===== src/rtl/bra_pkg.sv =====
// Shared types, constants and codes for the bitmap run allocator.
package bra_pkg;

    localparam int MAP_BITS_DEF = 16384;
    localparam int SEG_BITS_DEF = 4096;

    localparam int IN_TDATA_W  = 72;
    localparam int OUT_TDATA_W = 32;

    localparam logic [1:0] ACT_ALLOC = 2'd0;
    localparam logic [1:0] ACT_FREE  = 2'd1;
    localparam logic [1:0] ACT_MARK  = 2'd2;

    // Datapath operation for the current cycle.
    typedef enum logic [3:0] {
        OP_NONE,
        OP_CLR,
        OP_LATCH,
        OP_SEG_INIT,
        OP_SEG_NEXT,
        OP_CHECK_GO,
        OP_LOAD,
        OP_STEP,
        OP_SHORT,
        OP_MARK_INIT,
        OP_MARK_RD,
        OP_MARK_WR,
        OP_SINGLE_RD,
        OP_SINGLE_WR,
        OP_FAIL
    } op_t;

    // Outcome of examining one block during the scan.
    typedef enum logic [1:0] {
        EV_STEP,
        EV_SEG_END,
        EV_SHORT,
        EV_FOUND
    } scan_ev_t;

    typedef struct packed {
        op_t op;
    } cmd_t;

    typedef struct packed {
        logic     clr_last;
        logic     is_alloc;
        logic     is_single;
        logic     addr_ok;
        logic     pos_ge_re;
        logic     check_fail;
        scan_ev_t scan_ev;
        logic     step_cross;
        logic     mark_last;
    } status_t;

endpackage


===== src/rtl/bra_ctrl.sv =====
// Controller state machine of the allocator.
module bra_ctrl (
    input  logic             clk,
    input  logic             rst_n,
    input  logic             s_tvalid,
    output logic             s_tready,
    output logic             m_tvalid,
    input  logic             m_tready,
    input  bra_pkg::status_t status,
    output bra_pkg::cmd_t    cmd
);
    import bra_pkg::*;

    typedef enum logic [11:0] {
        ST_CLEAR    = 12'b0000_0000_0001,
        ST_IDLE     = 12'b0000_0000_0010,
        ST_DISPATCH = 12'b0000_0000_0100,
        ST_SEG      = 12'b0000_0000_1000,
        ST_CHECK    = 12'b0000_0001_0000,
        ST_WAIT     = 12'b0000_0010_0000,
        ST_SCAN     = 12'b0000_0100_0000,
        ST_MRD      = 12'b0000_1000_0000,
        ST_MWR      = 12'b0001_0000_0000,
        ST_SRD      = 12'b0010_0000_0000,
        ST_SWR      = 12'b0100_0000_0000,
        ST_DONE     = 12'b1000_0000_0000
    } state_t;

    state_t state_reg, state_next;

    assign s_tready = (state_reg == ST_IDLE);
    assign m_tvalid = (state_reg == ST_DONE);

    // Sequencing of the datapath operations.
    always_comb
    begin
        state_next = state_reg;
        cmd.op     = OP_NONE;
        case (state_reg)
            ST_CLEAR:
            begin
                cmd.op = OP_CLR;
                if (status.clr_last)
                begin
                    state_next = ST_IDLE;
                end
            end
            ST_IDLE:
            begin
                if (s_tvalid)
                begin
                    cmd.op     = OP_LATCH;
                    state_next = ST_DISPATCH;
                end
            end
            ST_DISPATCH:
            begin
                if (status.is_alloc)
                begin
                    state_next = ST_SEG;
                end
                else if (status.is_single && status.addr_ok)
                begin
                    state_next = ST_SRD;
                end
                else
                begin
                    cmd.op     = OP_FAIL;
                    state_next = ST_DONE;
                end
            end
            ST_SEG:
            begin
                if (status.pos_ge_re)
                begin
                    cmd.op     = OP_FAIL;
                    state_next = ST_DONE;
                end
                else
                begin
                    cmd.op     = OP_SEG_INIT;
                    state_next = ST_CHECK;
                end
            end
            ST_CHECK:
            begin
                if (status.check_fail)
                begin
                    cmd.op     = OP_SEG_NEXT;
                    state_next = ST_SEG;
                end
                else
                begin
                    cmd.op     = OP_CHECK_GO;
                    state_next = ST_WAIT;
                end
            end
            ST_WAIT:
            begin
                cmd.op     = OP_LOAD;
                state_next = ST_SCAN;
            end
            ST_SCAN:
            begin
                case (status.scan_ev)
                    EV_STEP:
                    begin
                        cmd.op = OP_STEP;
                        if (status.step_cross)
                        begin
                            state_next = ST_WAIT;
                        end
                    end
                    EV_SEG_END:
                    begin
                        cmd.op     = OP_SEG_NEXT;
                        state_next = ST_SEG;
                    end
                    EV_SHORT:
                    begin
                        cmd.op     = OP_SHORT;
                        state_next = ST_CHECK;
                    end
                    default:
                    begin
                        cmd.op     = OP_MARK_INIT;
                        state_next = ST_MRD;
                    end
                endcase
            end
            ST_MRD:
            begin
                cmd.op     = OP_MARK_RD;
                state_next = ST_MWR;
            end
            ST_MWR:
            begin
                cmd.op     = OP_MARK_WR;
                state_next = status.mark_last ? ST_DONE : ST_MRD;
            end
            ST_SRD:
            begin
                cmd.op     = OP_SINGLE_RD;
                state_next = ST_SWR;
            end
            ST_SWR:
            begin
                cmd.op     = OP_SINGLE_WR;
                state_next = ST_DONE;
            end
            ST_DONE:
            begin
                if (m_tready)
                begin
                    state_next = ST_IDLE;
                end
            end
            default:
            begin
                state_next = ST_IDLE;
            end
        endcase
    end

    // State register.
    always_ff @(posedge clk or negedge rst_n)
    begin
        if (!rst_n)
        begin
            state_reg <= ST_CLEAR;
        end
        else
        begin
            state_reg <= state_next;
        end
    end

`ifndef SYNTH
    // The block never takes a request while a result is pending.
    a_no_overlap: assert property (@(posedge clk) disable iff (!rst_n)
        !(s_tready && m_tvalid))
        else $error("request accepted while a result is pending");

    // A pending result stays until taken.
    a_done_holds: assert property (@(posedge clk) disable iff (!rst_n)
        (state_reg == ST_DONE && !m_tready) |=> (state_reg == ST_DONE))
        else $error("result dropped before it was taken");

    // Marking starts only from the scan.
    a_mark_from_scan: assert property (@(posedge clk) disable iff (!rst_n)
        (cmd.op == OP_MARK_INIT) |-> (state_reg == ST_SCAN))
        else $error("marking started outside the scan");

    // A marking write of the map comes only after a read of that word.
    a_write_after_read: assert property (@(posedge clk) disable iff (!rst_n)
        (state_reg == ST_MWR) |-> ($past(state_reg) == ST_MRD))
        else $error("map word written without a preceding read");
`endif

endmodule


===== config.mk =====
export PLATFORM = sky130hd
export DESIGN_NAME = bra_ctrl
export DESIGN_NICKNAME = d
export VERILOG_FILES = /design/src/rtl/bra_pkg.sv /design/src/rtl/bra_ctrl.sv
export SDC_FILE = /design/constraint.sdc
export NUM_CORES = 1
export LEC_CHECK = 0
export ABC_AREA = 1
export BUFFER_PORTS_ARGS = -buffer_cell sky130_fd_sc_hd__buf_2
export CORE_ASPECT_RATIO = 1.5
export CORE_MARGIN = 1.5
export CORE_UTILIZATION = 40
export DETAILED_ROUTE_END_ITERATION = 6
export GPL_TIMING_DRIVEN = 0
export PLACE_DENSITY = 0.68
export SYNTH_ARGS = -nofsm -noshare
export SYNTH_HDL_FRONTEND = slang
export SYNTH_SLANG_ARGS = --single-unit

===== constraint.sdc =====
create_clock -name clk -period 1.7 [get_ports clk]
set_input_delay 0.17 -clock clk [delete_from_list [all_inputs] [get_ports clk]]
set_output_delay 0.17 -clock clk [all_outputs]
set_load 0.01 [all_outputs]

==> results by stage <==
Logic synthesis:
- The cell count after synthesis came out at about 160.
- The synthesized netlist net count is 175.
- Of the total synthesized cell area, the portion taken by XOR and XNOR cells is 0.
- The post-synthesis cell area is 1070 um^2.
- The combinational family with the most area after synthesis is simple AND/OR/NAND/NOR gates.
- The synthesized-area fraction occupied by ao, oa, aoi and oai cells came to 0.0502.
- Counting distinct cell types in the post-synthesis netlist gives 25.
- The portion of the post-synthesis area used by sequential elements is 0.282.
- The post-synthesis area per instance is 6.87 um^2.
- After synthesis the netlist holds a flip-flop and latch count of 12.
- Of the total synthesized cell area, the portion taken by AND, OR, NAND and NOR gates is 0.491.
- Measured against the total synthesized area, the mux share comes to 0.
- During synthesis, Yosys emitted a total of 0 warnings.
- The adder and majority cell fraction of the synthesized area is 0.0584.

Worst setup path:
- The reg-to-reg setup timing slack is about 0.11 ns.
- The type of destination of the critical path is an output port.
- The capture point of the worst path is cmd[0].
- The endpoint of the most critical register-to-register path is state_reg[3]$_DFFE_PN0P_.
- The required arrival time at the worst endpoint is 1.53 ns.
- In this run the worst path has a maximum fanout of 4.
- The worst setup path is launched from a flip-flop.
- In this run the worst setup path begins at state_reg[5]$_DFFE_PN0P_.
- The count of cells along the worst register-to-register path is 9.
- The start of the worst register-to-register path is state_reg[5]$_DFFE_PN0P_.
- The critical path is of the reg -> out type.
- The signal arrival time at the worst endpoint is roughly 1.6 ns.

GRT:
- The number of global-route vias before repair is between 1,000 and 1,500.
- Across every metal layer, demand over resource in global routing totals 0.201.
- The global-route wire length before repair is around 4400 um.
- The pin count of the biggest net entering global routing is 13.
- The initial antenna violation count is 0.
- The leftover overflow at the end of global routing is 0.

Layout:
- Once layout is complete, the utilization of the core stands at 0.570.
- The ratio of cells with drive above 1 in the final layout is 0.373.
- The register with the most flip-flops in the layout has 12 of them.
- The final layout net count is 213.
- For this run, the number of standard cells in the final layout without fillers is around 230.
- The storage element area is between 300 and 400 um^2.
- 0 antenna diodes ended up in the layout.
- The top cell types in the final layout, fill and taps aside, are inv_1 (33), nand2_1 (27), buf_2 (18).
- From synthesis to final layout, the design area changed by 33.3%.
- The most common cell after layout, fill and taps aside is inv_1.
- The final instance area is ~1400 um^2.
- Summing all multi-input logic gate instances after layout gives between 700 and 800 um^2.
- The filler cells instantiated in the layout total 241.

Power:
- The leakage power figure is slightly above 0.8 nW.
- Dividing total power by cell area gives a power density of between 900 and 1000 nW/um^2.
- The share of total power dissipated in sequential elements is 0.271.
- Of the total power, the clock network draws 0.143.
- The combinational share of power is 0.585.
- The switching power share of the total is 0.447.
- Internal power comes to between 0.7 and 0.8 mW.
- The maximum vdd drop is ~0.0005 V.
- The analysis attributes to net switching a power of about 0.58 mW.

Run status:
- The checks that failed: setup timing.
- The run finished, with violations left.

Die:
- The initial core utilization is 0.428.
- From left edge to right edge, the die measures roughly 45 um.
- The height of the chip is 66.4 um.
- The number of core rows is 22.
- During I/O placement, the number of pins put on the boundary was 20.
- The core region is 2500 um^2.
- The die area is about 3000 um^2.

STA:
- In the finished design, the share of the clock period the worst path needs comes to 1.07.
- The setup skew after layout is between 0.005 and 0.006 ns.
- The worst slew margin relative to its limit is 0.817.
- The final-report max-slew violation count came to 0.
- Subtracting the final worst setup slack from the clock period gives ~1.8 ns.
- The worst slack on hold paths is 0.0861 ns.
- Setup repair after global routing could not meet its margin everywhere.
- Setup violations remaining at the end of the flow were counted as 4.
- The measured slew at the worst slew-check pin is between 0.2 and 0.3 ns.
- Once routing completed, OpenROAD measured the worst setup slack at -0.114 ns.
- The count of endpoints failing hold in the final timing report was 0.
- The final total negative setup slack is -0.412 ns.
- Timing would allow up to between 500 and 600 MHz.

Routing:
- The number of routed nets with antenna violations is 0.
- The sum of routed wire length over all layers is about 2700 um.
- The first-pass iteration count of the detailed router is 4.
- Across all layers, the routed design uses 1,103 vias.
- The DRC violation count after routing is 0.
- The routed wire length per instance is between 10 and 15 um.
- The detailed router finished its first iteration with 21 violations.
- Using the TritonRoute via totals, the vias-per-cell ratio works out to between 4 and 5.

Clock tree:
- The buffer cell driving the clock tree root is clkbuf_4.
- The clock net sink count is 12.
- The total clock buffers created by CTS is 3.
- The maximum number of buffers from clock root to sink is 2.
- CTS built an H-tree with a depth of 1.
- The clock slew at the register clock pins of the worst setup and hold paths is about 0.080 ns.
- The later-pin clock latency in the skew report is about 0.28 ns.
- TritonCTS built the clock tree.

Run:
- The number of maximum-capacitance violations is 0.

Place:
- Once placement completed, the tool counted placed cells totaling about 210.
- The post-place instance area is about 1200 um^2.
- Routability-driven placement finished with a final weighted congestion of between 0.8 and 0.9.
- Port buffering added 19 buffers.
- Summed over all nets, the half-perimeter wirelength after detailed placement is about 2000 um.

Worst hold path:
- The kind of path behind the tightest hold check is in -> reg.
==> cells in the mapped netlist (all sizes together) <==
master	n	share of area
nand3	11	0.056
dfrtp	11	0.26
nor3	7	0.033
and2	1	0.0070
and3	1	0.0070
nand4	5	0.029
nor2	29	0.16
o22ai	1	0.0058
nand2	40	0.18
ha	5	0.058
o21ai	4	0.019
nor3b	1	0.0070
nand3b	2	0.014
o211a	1	0.0093
inv	34	0.12
dfstp	1	0.025
o2111ai	2	0.016
==> area by class of cell <==
type	instances	area share
clock buffer	4	0.0184
timing repair buffer	33	0.152
multi-input combinational	110	0.497
tap	36	0.0316
sequential	12	0.212
inverter	34	0.0894
==> worst max-delay path, stage by stage, from the launching register on <==
cell and delay (ns):
dfrtp_1 0.41, nor2_2 0.16, nand2_4 0.11, nor2_4 0.18
nand2_2 0.10, and3_4 0.19, o2111ai_2 0.06, buf_2 0.16
==> metal layers <==
layer  track usage  vias to the layer above  wire length, um
met4        0.0809                        0               40
met1         0.215                      507             1050
met2         0.382                       29             1490
li1              -                      563                -
met3        0.0164                        4              110
met5             0                        -                0
==> power by group through the flow <==
stage,Clock (mW),Combinational [mW],Sequential [mW]
3_3_place_gp,0,0.601,0.344
6_report,0.186,0.759,0.352
3_5_place_dp,0,0.611,0.347
5_1_grt,0.201,0.832,0.356
2_1_floorplan,0,0.469,0.342
4_1_cts,0.187,0.733,0.350
==> cells by family (layout without fill, tap and decap cells) <==
kind of cell	Yosys count	after routing
simple gates	97	97
fa+ha+maj	5	5
flops	12	12
compound gates	8	8
buf+inv	34	71
==> through the flow <==
step	setup WS (ns)	total power, mW
finish	-0.114	1.30
detailed placement	0.120	0.959
CTS	-0.106	1.27
global route	-0.188	1.39
floorplan	0.338	0.811
global placement	0.139	0.945
==> timing repair <==
| action | in CTS | in global routing |
|---|---|---|
| setup buffers | 9 | 4 |
| hold buffers | 1 | 0 |
| setup endpoints to repair | 4 | 8 |
| endpoints found under the hold margin | 11 | 0 |
| pin swaps | 11 | 3 |
| gates resized for setup | 16 | 7 |
==> worst min-delay path by stage <==
| stage | startpoint | to | slack [ns] | cells past startpoint |
|---|---|---|---|---|
| 2_1_floorplan | rst_n | state_reg[10]$_DFFE_PN0P_ | -0.13 | 0 |
| 3_3_place_gp | rst_n | state_reg[6]$_DFFE_PN0P_ | 0.06 | 1 |
| 3_5_place_dp | rst_n | state_reg[8]$_DFFE_PN0P_ | 0.06 | 1 |
| 4_1_cts | status[8] | state_reg[9]$_DFFE_PN0P_ | 0.08 | 2 |
| 5_1_grt | status[8] | state_reg[9]$_DFFE_PN0P_ | 0.09 | 2 |
| 6_report | status[8] | state_reg[9]$_DFFE_PN0P_ | 0.09 | 2 |
No activity file was read; power rests on OpenSTA's default activity.
